$ cat src/hdl/lrr_pkg.sv
`timescale 1ns / 1ps
// ----------------------------------------------------------------------------
// lrr_pkg
// Shared types and constants for the ranged LCG random number block.
// ----------------------------------------------------------------------------
package lrr_pkg;

   localparam int unsigned DATA_W     = 32;
   localparam int unsigned CSR_ADDR_W = 3;

   localparam logic [DATA_W-1:0] LCG_MUL = 32'd1664525;
   localparam logic [DATA_W-1:0] LCG_ADD = 32'd1013904223;

   localparam logic [DATA_W-1:0] RANGE_MIN_RST = 32'd0;
   localparam logic [DATA_W-1:0] RANGE_MAX_RST = 32'd255;

   // register index, taken from paddr[2]
   localparam logic REG_RANGE_MIN = 1'b0;
   localparam logic REG_RANGE_MAX = 1'b1;

   // item kinds
   localparam logic KIND_DRAW = 1'b0;
   localparam logic KIND_SEED = 1'b1;

   // queue between front and back
   localparam int unsigned Q_DEPTH = 2;
   localparam int unsigned Q_PTR_W = (Q_DEPTH > 1) ? $clog2(Q_DEPTH) : 1;
   localparam int unsigned Q_CNT_W = $clog2(Q_DEPTH + 1);

   // bit-serial remainder unit
   localparam int unsigned DIV_STEPS = DATA_W;
   localparam int unsigned DIV_CNT_W = $clog2(DIV_STEPS);

   typedef struct packed {
      logic full;
      logic empty;
   } q_status_type;

   typedef enum logic [1:0] {
      BK_IDLE,
      BK_DIV,
      BK_DONE
   } bk_state_type;

endpackage

$ cat src/hdl/lcg_ranged_random_top.sv
`timescale 1ns / 1ps
// Path: a draw is queued on its push beat; the back pops it, runs 32 remainder steps
//   (none for an empty range) and loads the result register once the rsp slot is free.
// The remainder unit takes one draw at a time; seed loads only rewrite the
//   state, and a queued draw lets the front run ahead.
// Reset: range_min 0, range_max 255, generator state 0, queue and result empty.
// ----------------------------------------------------------------------------
// lcg_ranged_random_top
// 32-bit LCG with draws mapped into a configurable inclusive range.
// ----------------------------------------------------------------------------
module lcg_ranged_random_top
   import lrr_pkg::*;
(
   input  logic                  clock,
   input  logic                  reset,
   input  logic                  push,
   output logic                  full,
   input  logic                  req_kind,
   input  logic [DATA_W-1:0]     req_seed_value,
   output logic                  empty,
   input  logic                  pop,
   output logic [DATA_W-1:0]     rsp_value,
   output logic                  rsp_range_error,
   input  logic                  psel,
   input  logic                  penable,
   input  logic                  pwrite,
   input  logic [CSR_ADDR_W-1:0] paddr,
   input  logic [DATA_W-1:0]     pwdata,
   output logic [DATA_W-1:0]     prdata,
   output logic                  pready
);

   q_status_type      q_status;
   logic              q_push, q_pop;
   logic [DATA_W-1:0] q_wdata, q_rdata;
   logic [DATA_W-1:0] range_min, range_max;

   lrr_front u_front (
      .clock          (clock),
      .reset          (reset),
      .push           (push),
      .full           (full),
      .req_kind       (req_kind),
      .req_seed_value (req_seed_value),
      .psel           (psel),
      .penable        (penable),
      .pwrite         (pwrite),
      .paddr          (paddr),
      .pwdata         (pwdata),
      .prdata         (prdata),
      .pready         (pready),
      .q_status       (q_status),
      .q_push         (q_push),
      .q_wdata        (q_wdata),
      .range_min      (range_min),
      .range_max      (range_max)
   );

   lrr_fifo u_fifo (
      .clock  (clock),
      .reset  (reset),
      .push   (q_push),
      .wdata  (q_wdata),
      .pop    (q_pop),
      .rdata  (q_rdata),
      .status (q_status)
   );

   lrr_back u_back (
      .clock           (clock),
      .reset           (reset),
      .q_status        (q_status),
      .q_rdata         (q_rdata),
      .q_pop           (q_pop),
      .range_min       (range_min),
      .range_max       (range_max),
      .empty           (empty),
      .pop             (pop),
      .rsp_value       (rsp_value),
      .rsp_range_error (rsp_range_error)
   );

endmodule

$ cat src/hdl/lrr_fifo.sv
`timescale 1ns / 1ps
// ----------------------------------------------------------------------------
// lrr_fifo
// Short queue carrying advanced generator states from front to back.
// ----------------------------------------------------------------------------
module lrr_fifo
   import lrr_pkg::*;
(
   input  logic              clock,
   input  logic              reset,
   input  logic              push,
   input  logic [DATA_W-1:0] wdata,
   input  logic              pop,
   output logic [DATA_W-1:0] rdata,
   output q_status_type      status
);

   logic [DATA_W-1:0]  mem_ff [Q_DEPTH];
   logic [Q_PTR_W-1:0] wr_ptr_ff, wr_ptr_in;
   logic [Q_PTR_W-1:0] rd_ptr_ff, rd_ptr_in;
   logic [Q_CNT_W-1:0] cnt_ff, cnt_in;
   logic               do_push, do_pop;

   assign status.full  = (cnt_ff == Q_CNT_W'(Q_DEPTH));
   assign status.empty = (cnt_ff == '0);
   assign do_push = push && !status.full;
   assign do_pop  = pop && !status.empty;
   assign rdata   = mem_ff[rd_ptr_ff];

   always_comb begin
      wr_ptr_in = wr_ptr_ff;
      rd_ptr_in = rd_ptr_ff;
      cnt_in    = cnt_ff;
      if (do_push) begin
         wr_ptr_in = (wr_ptr_ff == Q_PTR_W'(Q_DEPTH - 1)) ? '0 : wr_ptr_ff + 1'b1;
      end
      if (do_pop) begin
         rd_ptr_in = (rd_ptr_ff == Q_PTR_W'(Q_DEPTH - 1)) ? '0 : rd_ptr_ff + 1'b1;
      end
      case ({do_push, do_pop})
         2'b10:   cnt_in = cnt_ff + 1'b1;
         2'b01:   cnt_in = cnt_ff - 1'b1;
         default: cnt_in = cnt_ff;
      endcase
   end

   always_ff @(posedge clock) begin
      if (reset) begin
         wr_ptr_ff <= '0;
         rd_ptr_ff <= '0;
         cnt_ff    <= '0;
      end else begin
         wr_ptr_ff <= wr_ptr_in;
         rd_ptr_ff <= rd_ptr_in;
         cnt_ff    <= cnt_in;
      end
   end

   always_ff @(posedge clock) begin
      if (do_push) begin
         mem_ff[wr_ptr_ff] <= wdata;
      end
   end

   a_cnt_bound: assert property (@(posedge clock) disable iff (reset)
      cnt_ff <= Q_CNT_W'(Q_DEPTH))
      else $error("queue count above depth");

endmodule

$ cat src/hdl/lrr_front.sv
`timescale 1ns / 1ps
// ----------------------------------------------------------------------------
// lrr_front
// Accepts beats, holds range registers and generator state, advances the
// state on a draw and queues it; seed loads only rewrite the state.
// ----------------------------------------------------------------------------
module lrr_front
   import lrr_pkg::*;
(
   input  logic                  clock,
   input  logic                  reset,
   // request channel
   input  logic                  push,
   output logic                  full,
   input  logic                  req_kind,
   input  logic [DATA_W-1:0]     req_seed_value,
   // csr port
   input  logic                  psel,
   input  logic                  penable,
   input  logic                  pwrite,
   input  logic [CSR_ADDR_W-1:0] paddr,
   input  logic [DATA_W-1:0]     pwdata,
   output logic [DATA_W-1:0]     prdata,
   output logic                  pready,
   // queue side
   input  q_status_type          q_status,
   output logic                  q_push,
   output logic [DATA_W-1:0]     q_wdata,
   // live range
   output logic [DATA_W-1:0]     range_min,
   output logic [DATA_W-1:0]     range_max
);

   logic [DATA_W-1:0] lcg_ff, lcg_in;
   logic [DATA_W-1:0] min_ff, min_in;
   logic [DATA_W-1:0] max_ff, max_in;
   logic [DATA_W-1:0] lcg_next;
   logic              accept, csr_wr;

   assign pready    = 1'b1;
   assign full      = q_status.full;
   assign accept    = push && !q_status.full;
   assign csr_wr    = psel && penable && pwrite && pready;
   assign range_min = min_ff;
   assign range_max = max_ff;

   // mod 2^32 falls out of the truncation
   assign lcg_next = DATA_W'(lcg_ff * LCG_MUL + LCG_ADD);

   assign q_push  = accept && (req_kind == KIND_DRAW);
   assign q_wdata = lcg_next;

   always_comb begin
      lcg_in = lcg_ff;
      min_in = min_ff;
      max_in = max_ff;
      if (accept) begin
         lcg_in = (req_kind == KIND_SEED) ? req_seed_value : lcg_next;
      end
      if (csr_wr) begin
         case (paddr[2])
            REG_RANGE_MIN: min_in = pwdata;
            REG_RANGE_MAX: max_in = pwdata;
            default:       min_in = min_ff;
         endcase
      end
      case (paddr[2])
         REG_RANGE_MIN: prdata = min_ff;
         REG_RANGE_MAX: prdata = max_ff;
         default:       prdata = '0;
      endcase
   end

   always_ff @(posedge clock) begin
      if (reset) begin
         lcg_ff <= '0;
         min_ff <= RANGE_MIN_RST;
         max_ff <= RANGE_MAX_RST;
      end else begin
         lcg_ff <= lcg_in;
         min_ff <= min_in;
         max_ff <= max_in;
      end
   end

endmodule

$ cat src/hdl/lrr_back.sv
`timescale 1ns / 1ps
// ----------------------------------------------------------------------------
// lrr_back
// Maps queued states into the range with a bit-serial remainder unit and
// holds the finished result in an output register.
// ----------------------------------------------------------------------------
module lrr_back
   import lrr_pkg::*;
(
   input  logic              clock,
   input  logic              reset,
   // queue side
   input  q_status_type      q_status,
   input  logic [DATA_W-1:0] q_rdata,
   output logic              q_pop,
   // live range
   input  logic [DATA_W-1:0] range_min,
   input  logic [DATA_W-1:0] range_max,
   // result channel
   output logic              empty,
   input  logic              pop,
   output logic [DATA_W-1:0] rsp_value,
   output logic              rsp_range_error
);

   bk_state_type state_ff, state_in;

   logic [DIV_CNT_W-1:0] cnt_ff, cnt_in;
   logic [DATA_W-1:0]    dvd_ff, dvd_in;
   logic [DATA_W-1:0]    rem_ff, rem_in;
   logic [DATA_W:0]      span_ff, span_in;
   logic [DATA_W-1:0]    base_ff, base_in;
   logic                 err_ff, err_in;
   logic                 out_vld_ff, out_vld_in;
   logic [DATA_W-1:0]    out_val_ff, out_val_in;
   logic                 out_err_ff, out_err_in;

   logic [DATA_W:0]      diff;
   logic                 rng_bad;
   logic [DATA_W:0]      shifted;
   logic                 slot_free;

   assign diff    = {range_max[DATA_W-1], range_max} - {range_min[DATA_W-1], range_min};
   assign rng_bad = $signed(range_max) < $signed(range_min);
   assign shifted = {rem_ff, dvd_ff[DATA_W-1]};
   assign slot_free = !out_vld_ff || pop;

   assign empty           = !out_vld_ff;
   assign rsp_value       = out_val_ff;
   assign rsp_range_error = out_err_ff;

   always_comb begin
      state_in   = state_ff;
      cnt_in     = cnt_ff;
      dvd_in     = dvd_ff;
      rem_in     = rem_ff;
      span_in    = span_ff;
      base_in    = base_ff;
      err_in     = err_ff;
      out_vld_in = out_vld_ff && !pop;
      out_val_in = out_val_ff;
      out_err_in = out_err_ff;
      q_pop      = 1'b0;
      case (state_ff)
         BK_IDLE: begin
            if (!q_status.empty) begin
               q_pop   = 1'b1;
               dvd_in  = q_rdata;
               rem_in  = '0;
               cnt_in  = '0;
               span_in = diff + 1'b1;
               base_in = range_min;
               err_in  = rng_bad;
               // empty range: remainder stays zero so value is range_min
               state_in = rng_bad ? BK_DONE : BK_DIV;
            end
         end
         BK_DIV: begin
            dvd_in = dvd_ff << 1;
            if (shifted >= span_ff) begin
               rem_in = DATA_W'(shifted - span_ff);
            end else begin
               rem_in = shifted[DATA_W-1:0];
            end
            cnt_in = cnt_ff + 1'b1;
            if (cnt_ff == DIV_CNT_W'(DIV_STEPS - 1)) begin
               state_in = BK_DONE;
            end
         end
         BK_DONE: begin
            if (slot_free) begin
               out_vld_in = 1'b1;
               out_val_in = base_ff + rem_ff;
               out_err_in = err_ff;
               state_in   = BK_IDLE;
            end
         end
         default: state_in = BK_IDLE;
      endcase
   end

   always_ff @(posedge clock) begin
      if (reset) begin
         state_ff   <= BK_IDLE;
         out_vld_ff <= 1'b0;
      end else begin
         state_ff   <= state_in;
         out_vld_ff <= out_vld_in;
      end
   end

   always_ff @(posedge clock) begin
      cnt_ff     <= cnt_in;
      dvd_ff     <= dvd_in;
      rem_ff     <= rem_in;
      span_ff    <= span_in;
      base_ff    <= base_in;
      err_ff     <= err_in;
      out_val_ff <= out_val_in;
      out_err_ff <= out_err_in;
   end

   a_rem_below_span: assert property (@(posedge clock) disable iff (reset)
      (state_ff == BK_DIV) |-> ({1'b0, rem_ff} < span_ff))
      else $error("partial remainder not below span");

   a_out_from_done: assert property (@(posedge clock) disable iff (reset)
      $rose(out_vld_ff) |-> ($past(state_ff) == BK_DONE))
      else $error("result loaded outside done state");

   a_err_zero_rem: assert property (@(posedge clock) disable iff (reset)
      (state_ff == BK_DONE && err_ff) |-> (rem_ff == '0))
      else $error("empty range with nonzero offset");

endmodule

$ cat config.mk
export PLATFORM = sky130hd
export DESIGN_NAME = lcg_ranged_random_top
export DESIGN_NICKNAME = d
export VERILOG_FILES = /design/src/hdl/lrr_pkg.sv /design/src/hdl/lcg_ranged_random_top.sv /design/src/hdl/lrr_fifo.sv /design/src/hdl/lrr_front.sv /design/src/hdl/lrr_back.sv
export SDC_FILE = /design/constraint.sdc
export NUM_CORES = 1
export LEC_CHECK = 0
export ABC_AREA = 1
export BUFFER_PORTS_ARGS = -buffer_cell sky130_fd_sc_hd__buf_2
export CAP_MARGIN = 15
export CORE_ASPECT_RATIO = 0.5
export CORE_MARGIN = 10
export CORE_UTILIZATION = 50
export DETAILED_ROUTE_END_ITERATION = 8
export PLACE_DENSITY = 0.78
export SLEW_MARGIN = 25
export SYNTH_ARGS = -nofsm -noshare
export SYNTH_HDL_FRONTEND = slang
export SYNTH_SLANG_ARGS = --single-unit
$ cat constraint.sdc
create_clock -name clock -period 9.1 [get_ports clock]
set_clock_uncertainty 0.05 [all_clocks]
set_input_delay 0.91 -clock clock [delete_from_list [all_inputs] [get_ports clock]]
set_output_delay 0.91 -clock clock [all_outputs]
set_load 0.02 [all_outputs]
==> run_results.csv, run 1 <==
group,metric,value,unit
layout,layout.nets,3749,
drt,drc,0,
global_routing,overflow,0,
clock_network,clk-insertion-delay-late,0.54,ns
timing,max_slew.worst_pin.slew,1.00,ns
clock_network,cts.reportedPaths.clkPinSlew,0.06,ns
die,die_area,63300,um^2
synth,ys_types,63,
die,die_w,346,um
global_routing,grt_use_met1,0.266,
setup_path,crit_type,"reg -> reg",
clock_network,cts_resized,0,
synth,ys_ff_latch,336,
clock_network,cts_sinks,336,
timing,fin_tns_setup,0,ns
global_routing,use_met2,0.381,
global_routing,met3_usage,0.0214,
synth,syn_inst,3104,
setup_path,cp.arrival,7.04,ns
placement,port_buffers,139,
synth,synth_area_leader_cell,"edfxtp_1",
setup_path,cp-start-kind,"register",
synth,ys_top_cells_by_area,"edfxtp_1, ha_1, fa_1",
setup_path,r2r_setup_slack,2.48,ns
drt,wl_per_cell,17.5,um
global_routing,grt_pass1_vias,21400,
synth,yosysTopAreaCellShare,0.262,
clock_network,clockRootBuffer,"clkbuf_16",
timing,setup_viol,0,
synth,synth_area,26600,um^2
clock_network,h-tree-depth,2,
clock_network,cts_hold_buffers,0,
layout,antenna_cells,0,
drt,antenna_left,0,
setup_path,r2r-end,"u_front.lcg_ff[23]$_SDFFE_PP0P_",
layout,syn_to_final_growth,9.66,%
synth,synth-edff-count,232,
synth,synthTopCellsByCount,"inv_1, nand2_1, a21oi_1",
timing,rsz0062_at_grt,"no",
setup_path,endpoint_kind,"register",
setup_path,crit_end,"u_front.lcg_ff[23]$_SDFFE_PP0P_",
timing,slew_headroom,0.331,
global_routing,grt_use_total,0.213,
timing,drv_slew,0,
global_routing,grt_first_pass_wirelength,110000,um
global_routing,grt_max_degree,71,
timing,min_period,6.62,ns
synth,yosysWarnings,0,
die,num_rows,59,
synth,yosysMostFrequentCell,"inv_1",
placement,dpl.hpwl,55500,um
synth,ys.flop_type,"edfxtp_1",
synth,seq_area_frac_synth,0.341,
min_path,hp-class,"reg -> reg",
global_routing,grt_busiest_layer,"met2",
die,num_io_pins,143,
setup_path,r2r_start,"u_front.lcg_ff[1]$_SDFFE_PP0P_",
clock_network,cts_buffers,35,
clock_network,tritoncts,"yes",
drt,totalWireLength,69100,um
placement,gp_congestion,0.963,
setup_path,rr_worst_depth,23,
clock_network,post_cts_buffers,0,
die,start_util,0.508,
drt,vias_per_cell,5.35,
drt,dr.pass1.iters,7,
global_routing,antenna_found_initial,0,
synth,synth.avg_cell_area,8.56,um^2
synth,synth_fp_nets,3626,
die,dieHeight,183,um
run_status,status,"completed",
layout,fill_cells,4711,
drt,routed-via-count,21100,
setup_path,cp.required,9.51,ns
clock_network,clk_path_buf_depth,3,
drt,dr.first_iter.drc_count,1462,
layout,layout-drive-gt1-share,0.0830,
timing,post-route-period-util,0.728,
timing,final_hold_viol_count,0,
die,core_area,52300,um^2
timing,timing.fmax,151,MHz
run,cap_violations,0,
setup_path,crit_fanout,12,
setup_path,cp-startpoint,"u_front.lcg_ff[1]$_SDFFE_PP0P_",
synth,async_reset_ff_frac,0,
[cells by family (layout without fill, tap and decap cells)]
family / Yosys count / in the layout / share of synthesized area
AO/OA/AOI/OAI: 652 / 652 / 0.133
XOR/XNOR: 111 / 111 / 0.0366
adder cells (fa/ha/maj): 447 / 447 / 0.255
buffers and inverters: 672 / 821 / 0.0964
flip-flops: 336 / 336 / 0.341
other: 1 / 1 / 0.000141
AND/OR/NAND/NOR: 885 / 885 / 0.138
[worst max-delay path, stage by stage (launching register included)]
cell and delay [ns]:
dfxtp_1 0.66, inv_1 0.23, ha_1 0.43, inv_1 0.08, fa_1 0.49, fa_1 0.55, inv_1 0.06, fa_1 0.53
inv_1 0.06, fa_1 0.51, fa_1 0.54, inv_1 0.05, fa_1 0.55, inv_1 0.05, ha_1 0.37, nand2_1 0.13
nor2_1 0.17, inv_1 0.07, nor2_1 0.21, nand3_1 0.11, nand3_1 0.12, xor2_1 0.30, o21ai_1 0.09, a21oi_1 0.13
[worst min-delay path by stage]
stage | from | end | slack (ns) | cells after the start
finish | u_front.range_min[12]$_SDFFE_PP0P_ | u_back.base_ff[12]$_DFFE_PP_ | 0.38 | 0
global route | u_front.range_min[12]$_SDFFE_PP0P_ | u_back.base_ff[12]$_DFFE_PP_ | 0.38 | 0
CTS | u_front.range_min[12]$_SDFFE_PP0P_ | u_back.base_ff[12]$_DFFE_PP_ | 0.38 | 0
detailed placement | u_front.range_min[12]$_SDFFE_PP0P_ | u_back.base_ff[12]$_DFFE_PP_ | 0.37 | 0
global placement | u_back.err_ff$_DFFE_PP_ | u_back.rsp_range_error$_DFFE_PP_ | 0.36 | 0
floorplan | u_back.err_ff$_DFFE_PP_ | u_back.rsp_range_error$_DFFE_PP_ | 0.35 | 0
[layer usage]
layer,wire (um),vias up
met5,0,-
met4,2670,0
met3,3660,151
met2,33500,567
met1,29300,10100
li1,-,10300
[area by class of cell]
type / instances / area (um^2) / area share
clock inverter: 12 / 114 / 0.00391
clock buffer: 51 / 998 / 0.0343
sequential: 336 / 9050 / 0.311
inverter: 605 / 2270 / 0.0780
multi-input combinational: 2096 / 15000 / 0.515
timing repair buffer: 153 / 816 / 0.0280
tap: 701 / 877 / 0.0301
[per-stage QoR]
stage                      util  std cells  worst slack (ns)  hold slack, ns  instance area (um^2)
after floorplan               -       3104              3.30           0.350                 26600
after global placement    0.536       3890              2.51           0.356                 28000
after detailed placement  0.536       3890              2.47           0.365                 28000
after CTS                 0.557       3953              2.43           0.377                 29100
after global routing      0.557       3954              2.01           0.378                 29100
final                     0.557       3954              2.48           0.377                 29100
[state kept, by name (all words and copies together), names as in the netlist, 32 cells and up, named ones only]
signal and count:
u_fifo.mem_ff 64, u_back.span_ff 33, u_back.base_ff 32, u_back.dvd_ff 32
u_back.rem_ff 32, u_back.rsp_value 32, u_front.lcg_ff 32, u_front.range_max 32
u_front.range_min 32
[placed cells by master, fill, tap and decap left out, drive strengths merged, types with 2 or more instances in the layout]
master | Yosys | routed
a211oi | 3 | 3
a21boi | 5 | 5
a21o | 16 | 16
a21oi | 322 | 322
a221oi | 4 | 4
a31oi | 17 | 17
and2 | 2 | 2
and3 | 2 | 2
buf | 12 | 153
clkbuf | 55 | 51
clkinv | 2 | 12
dfxtp | 104 | 104
edfxtp | 232 | 232
fa | 157 | 157
ha | 290 | 290
inv | 603 | 603
nand2 | 455 | 455
nand3 | 79 | 79
nand3b | 7 | 7
nand4 | 15 | 15
nor2 | 288 | 288
nor3 | 22 | 22
nor4 | 5 | 5
o211ai | 3 | 3
o21a | 5 | 5
o21ai | 254 | 254
o21bai | 13 | 13
o221ai | 2 | 2
o31ai | 4 | 4
or2 | 7 | 7
xnor2 | 36 | 36
xor2 | 75 | 75
Power of run 1 is not shown: default switching activity piles up to over one toggle a cycle in this logic, so the estimate is an artifact.
==> run 2: changes to the inputs <==
Settings changed: PLACE_DENSITY 0.78 to 0.81.
Clock period 9.1 ns to 5.55 ns, I/O delays scaled along.
==> run 2 against run 1 <==
- die area unchanged
- final area up 6.0%
- global-route usage up 1.1 points
- routed wire length up 5.4%
- clock-buffer cell count down 7
- sequential cell count unchanged
- critical path depth down 2
- non-clock buffer count up 103
- worst setup slack worse by 2.4 ns
- maximum frequency up 20%
- register-to-register slack worse by 2.4 ns
- critical endpoint is now u_fifo.mem_ff[1][28]$_DFFE_PP_
==> run_results.csv, run 2 (synthesis results as in run 1) <==
group,metric,value,unit
drt,routed-via-count,21800,
placement,dpl_cell_area,28700,um^2
timing,setup_viol,0,
setup_path,endpoint_kind,"register",
min_path,hp-class,"in -> reg",
run_status,status,"completed",
clock_network,clockRootBuffer,"clkbuf_16",
clock_network,cts.reportedPaths.clkPinSlew,0.07,ns
die,dieHeight,183,um
drt,dr.pass1.iters,6,
timing,final_hold_viol_count,0,
drt,totalWireLength,72800,um
layout,final_core_util,0.591,
setup_path,cp_slowest_stage_delay,0.57,ns
drt,wl_per_cell,18.0,um
global_routing,antenna_found_initial,1,
layout,syn_to_final_growth,16.2,%
die,start_util,0.508,
clock_network,cts_hold_buffers,0,
setup_path,r2r-end,"u_fifo.mem_ff[1][28]$_DFFE_PP_",
global_routing,grt_use_met1,0.283,
layout,finish.instance_area,30900,um^2
setup_path,r2r_start,"u_front.lcg_ff[1]$_SDFFE_PP0P_",
setup_path,cp-startpoint,"u_front.lcg_ff[1]$_SDFFE_PP0P_",
setup_path,cp_top_family,"adder cells",
layout,multiInputGateArea,15800,um^2
die,num_rows,59,
layout,layout.nets,3851,
global_routing,grt_max_degree,69,
layout,final_cell_mix,"inv_1, nand2_1, a21oi_1",
die,die_w,346,um
timing,post-route-period-util,0.990,
timing,drv_slew,0,
run,cap_violations,0,
setup_path,cp.arrival,5.69,ns
setup_path,path_buf_inv,7,
drt,dr.first_iter.drc_count,1567,
setup_path,crit_type,"reg -> reg",
setup_path,crit_fanout,4,
clock_network,clk_path_buf_depth,3,
timing,rsz0062_at_grt,"yes",
global_routing,grt_first_pass_wirelength,115000,um
layout,fill_cells,4482,
global_routing,met3_usage,0.0264,
setup_path,cp.required,5.74,ns
timing,min_period,5.50,ns
timing,timing.hold.ws,0.199,ns
layout,largest_reg_flops,64,
drt,drc,0,
setup_path,rr_worst_depth,21,
min_path,min_from,"pwdata[6]",
global_routing,grt_use_total,0.224,
layout,mostFrequentLayoutCell,"inv_1",
timing,timing.fmax,182,MHz
setup_path,cp.depth,21,
placement,port_buffers,139,
layout,largestRegisters,"u_fifo.mem_ff (64), u_back.span_ff (33)",
die,die_area,63300,um^2
setup_path,path_cells,"inv_4 > ha_4 > inv_2 > fa_2 > fa_1 > inv_2 > fa_1 > inv_2 > fa_1 > fa_1 > inv_2 > fa_1 > inv_2 > ha_4 > nand2_4 > nor2_1 > nand2_1 > inv_1 > nand3_2 > nand3_2 > nand2_1",
timing,max_slew.worst_pin.slew,0.999,ns
die,num_io_pins,143,
placement,dpl.hpwl,57700,um
global_routing,use_met2,0.390,
setup_path,r2r_setup_slack,0.05,ns
drt,vias_per_cell,5.37,
global_routing,grt_pass1_vias,22000,
global_routing,grt_busiest_layer,"met2",
layout,top_register,"u_fifo.mem_ff",
clock_network,h-tree-depth,2,
timing,slew_headroom,0.330,
layout,layout-drive-gt1-share,0.167,
die,core_area,52300,um^2
layout,final-seq-area,9080,um^2
clock_network,cts_sinks,336,
global_routing,overflow,0,
drt,antenna_left,0,
clock_network,cts_buffers,34,
placement,gp_congestion,0.955,
setup_path,slowest_stage,"fa_1",
clock_network,tritoncts,"yes",
clock_network,clk-insertion-delay-late,0.54,ns
setup_path,crit_end,"u_fifo.mem_ff[1][28]$_DFFE_PP_",
setup_path,cp-start-kind,"register",
==> run 2: metal layers <==
metal	wire, um	up-vias
met4	3490	0
met3	4230	180
met2	34500	668
li1	-	10600
met1	30700	10400
met5	0	-
==> run 2: how the worst min path moves through the flow <==
| stage | end | slack (ns) | cells past startpoint |
|---|---|---|---|
| floorplan | u_back.rsp_range_error$_DFFE_PP_ | 0.35 | 0 |
| CTS | u_front.range_max[6]$_SDFFE_PP1P_ | 0.18 | 3 |
| global placement | u_back.rsp_range_error$_DFFE_PP_ | 0.35 | 0 |
| detailed placement | u_back.base_ff[8]$_DFFE_PP_ | 0.37 | 0 |
| finish | u_front.range_max[6]$_SDFFE_PP1P_ | 0.20 | 3 |
| global route | u_front.range_max[2]$_SDFFE_PP1P_ | 0.20 | 3 |
==> run 2: layout make-up <==
class	count	share of cell area
Inverter	605	0.0738
Sequential cell	336	0.294
Tap cell	701	0.0284
Clock inverter	17	0.00685
Clock buffer	44	0.0304
Multi-Input combinational cell	2096	0.513
Timing Repair Buffer	256	0.0532
Antenna cell	1	0.0000811
==> run 2: timing repair <==
item	CTS	global route
pin swaps	40	120
setup endpoints to repair	36	41
resized for setup	83	149
buffers inserted	2	10
==> run 2: metrics by stage <==
stage          worst slack (ns)  instances  setup TNS (ns)
2_1_floorplan           0.00824       3104               0
3_3_place_gp             -0.211       3980           -3.47
3_5_place_dp             -0.343       3981           -5.57
4_1_cts                 0.00438       4044               0
5_1_grt                 -0.0637       4056          -0.468
6_report                 0.0545       4056               0
==> run 2: worst min-delay path, delay by kind of cell <==
kind	cells	cell delay, ns
buffers and inverters	1	0.08
AND/OR/NAND/NOR	2	0.10
Power of run 2 is left out for the same reason.
==> run 3: changes to the inputs <==
Settings changed: ABC_AREA 1 to default.
==> run 3 against run 2 <==
- the run now ends with setup timing left
- synthesized area shrank 4.6%
- worst setup slack worse by 0.64 ns
- die area down 4.2%
- synthesized cell count decreased by 18%
- global-route usage is 2.1 points lower
- largest cell class unchanged
- via count is 11% lower
- clock-buffer cell count increased by 7
- first-iteration DRC count fell by 6.3%
==> run_results.csv, run 3 <==
group,metric,value,unit
synth,synth.avg_cell_area,9.94,um^2
synth,synth-edff-count,232,
synth,seq_area_frac_synth,0.357,
layout,final-seq-area,9080,um^2
timing,slew_headroom,0.253,
synth,synth_area_leader_cell,"edfxtp_1",
setup_path,cp_top_family,"adder cells",
layout,fill_cells,3855,
drt,m1WireLength,26500,um
clock_network,cts.reportedPaths.clkPinSlew,0.07,ns
synth,ys_ff_latch,336,
synth,ys_top_cells_by_area,"edfxtp_1, ha_1, fa_1",
synth,synthTopCellsByCount,"inv_1, ha_1, edfxtp_1",
setup_path,endpoint_kind,"register",
layout,top_register,"u_fifo.mem_ff",
min_path,min_from,"pwdata[4]",
setup_path,cp-start-kind,"register",
global_routing,grt_first_pass_wirelength,101000,um
synth,yosysMostFrequentCell,"inv_1",
synth,async_reset_ff_frac,0,
layout,layout-drive-gt1-share,0.167,
drt,wl_met2,31700,um
layout,finish.instance_area,29700,um^2
setup_path,cp.arrival,6.35,ns
timing,timing.fmax,163,MHz
setup_path,path_cells,"inv_2 > buf_6 > ha_4 > inv_2 > fa_1 > fa_1 > inv_2 > fa_1 > inv_1 > fa_1 > fa_1 > inv_1 > fa_1 > inv_2 > ha_4 > a21o_1 > a21o_1 > a21o_1 > a21oi_2 > nor2_1 > or2_4 > a31o_4 > o31a_1 > xor2_1",
setup_path,crit_type,"reg -> reg",
layout,mostFrequentLayoutCell,"inv_1",
timing,rsz0062_at_grt,"yes",
drt,wl_met3,3440,um
placement,port_buffers,139,
setup_path,r2r_start,"u_front.lcg_ff[2]$_SDFFE_PP0P_",
die,num_rows,58,
setup_path,path_buf_inv,7,
placement,gp_congestion,0.957,
synth,ys_types,74,
synth,syn_inst,2550,
run_status,failed_checks,"setup timing",
placement,dpl.cell_count,3457,
global_routing,overflow,0,
timing,post-route-period-util,1.11,
synth,synth_area,25300,um^2
timing,final_hold_viol_count,0,
die,die_area,60600,um^2
global_routing,antenna_found_initial,2,
drt,antenna_left,0,
die,start_util,0.505,
layout,largestRegisters,"u_fifo.mem_ff (64), u_back.span_ff (33)",
layout,final_cells,3537,
min_path,hp-class,"in -> reg",
setup_path,crit_path_frequent_cell,"fa_1",
clock_network,clk_path_buf_depth,3,
timing,drv_slew,0,
layout,largest_reg_flops,64,
timing,max_slew.worst_pin.slew,1.12,ns
timing,setup_viol,37,
placement,dpl_cell_area,28000,um^2
clock_network,h-tree-depth,2,
drt,totalWireLength,64200,um
clock_network,tritoncts,"yes",
clock_network,clockRootBuffer,"clkbuf_16",
die,dieHeight,179,um
synth,yosysWarnings,0,
layout,multiInputGateArea,15100,um^2
setup_path,cp-startpoint,"u_front.lcg_ff[2]$_SDFFE_PP0P_",
clock_network,cts_hold_buffers,0,
setup_path,crit_fanout,3,
timing,min_period,6.14,ns
clock_network,clk-insertion-delay-late,0.53,ns
setup_path,r2r_setup_slack,-0.59,ns
clock_network,cts_buffers,35,
placement,dpl.hpwl,48000,um
synth,yosysTopAreaCellShare,0.275,
layout,syn_to_final_growth,17.3,%
clock_network,cts_sinks,336,
drt,routed-via-count,19400,
drt,wl_per_cell,18.1,um
drt,dr.first_iter.drc_count,1468,
die,num_io_pins,143,
die,die_w,338,um
drt,highest_layer,"met4",
synth,ys.flop_type,"edfxtp_1",
synth,synth_fp_nets,3072,
die,core_area,50100,um^2
global_routing,grt_pass1_vias,19700,
global_routing,grt_max_degree,95,
drt,drc,0,
setup_path,slowest_stage,"fa_1",
setup_path,cp.required,5.77,ns
run_status,status,"finished, violations left",
layout,final_cell_mix,"inv_1, ha_1, edfxtp_1",
layout,layout.nets,3341,
run,cap_violations,0,
setup_path,cp_slowest_stage_delay,0.53,ns
drt,dr.pass1.iters,8,
global_routing,grt_use_total,0.203,
timing,setup_ws,-0.586,ns
drt,vias_per_cell,5.49,
==> run 3: cell types whose count changed in the layout (fill, tap and decap cells not counted), sizes merged, moves of 21 or more <==
cell    change
a211oi     +21
a21o       +27
nor2      -128
a21oi     -114
nand3      -49
mux2i      +75
o21ai     -164
buf        +43
nand2     -237
xor2       -32
nand2b     +27
inv       -184
xnor2      +56
==> run 3: layout make-up <==
class / instances / area share
Timing Repair Buffer: 299 / 0.0658
Inverter: 421 / 0.0534
Clock inverter: 12 / 0.00391
Multi-Input combinational cell: 1726 / 0.508
Tap cell: 690 / 0.0290
Sequential cell: 336 / 0.305
Antenna cell: 2 / 0.000168
Clock buffer: 51 / 0.0342
==> run 3: worst reg2reg max path, cell delays in order, from the launching register on <==
cell and delay (ns):
dfxtp_2 0.34, inv_2 0.05, buf_6 0.11, ha_4 0.27
inv_2 0.04, fa_1 0.49, fa_1 0.53, inv_2 0.04
fa_1 0.47, inv_1 0.05, fa_1 0.45, fa_1 0.50
inv_1 0.05, fa_1 0.49, inv_2 0.05, ha_4 0.21
a21o_1 0.18, a21o_1 0.18, a21o_1 0.20, a21oi_2 0.13
nor2_1 0.07, or2_4 0.24, a31o_4 0.21, o31a_1 0.32
xor2_1 0.17
==> run 3: metrics by stage <==
stage               utilization  worst slack [ns]  hold slack [ns]  setup TNS (ns)
floorplan                     -            -0.415            0.350           -3.01
global placement          0.557            -0.384            0.371           -6.93
detailed placement        0.558            -0.497            0.362          -10.71
CTS                       0.587            -0.427            0.194           -9.70
global route              0.593            -0.705            0.211          -18.67
finish                    0.593            -0.586            0.214          -14.14
==> run 3: repair_timing <==
action,CTS,global route
buffers inserted,9,7
endpoints found under the setup margin,37,37
pin swaps,35,12
cloned,0,0
gates resized for setup,43,38
==> run 3: final timing paths <==
check	to	cells after the start
hold reg to reg	u_back.base_ff[8]$_DFFE_PP_	0
setup reg to reg	u_fifo.mem_ff[0][28]$_DFFE_PP_	24
setup / recovery	u_fifo.mem_ff[0][28]$_DFFE_PP_	24
hold / removal	u_front.range_max[4]$_SDFFE_PP1P_	3
==> run 3: cells by family after synthesis <==
group                    count (synthesis)  synth area share
flip-flops                             336             0.357
adder cells (fa/ha/maj)                447             0.267
XOR/XNOR                               135            0.0467
AND/OR/NAND/NOR                        552            0.0988
buffers and inverters                  488            0.0731
multiplexers                            76            0.0301
other                                    1          0.000148
AO/OA/AOI/OAI                          515             0.127
==> run 3: metal layers <==
metal / vias up / global-route usage
li1: 9177 / -
met1: 9431 / 0.251
met2: 644 / 0.365
met3: 179 / 0.0212
met4: 0 / 0.0770
met5: - / 0
Power of run 3 is left out for the same reason.
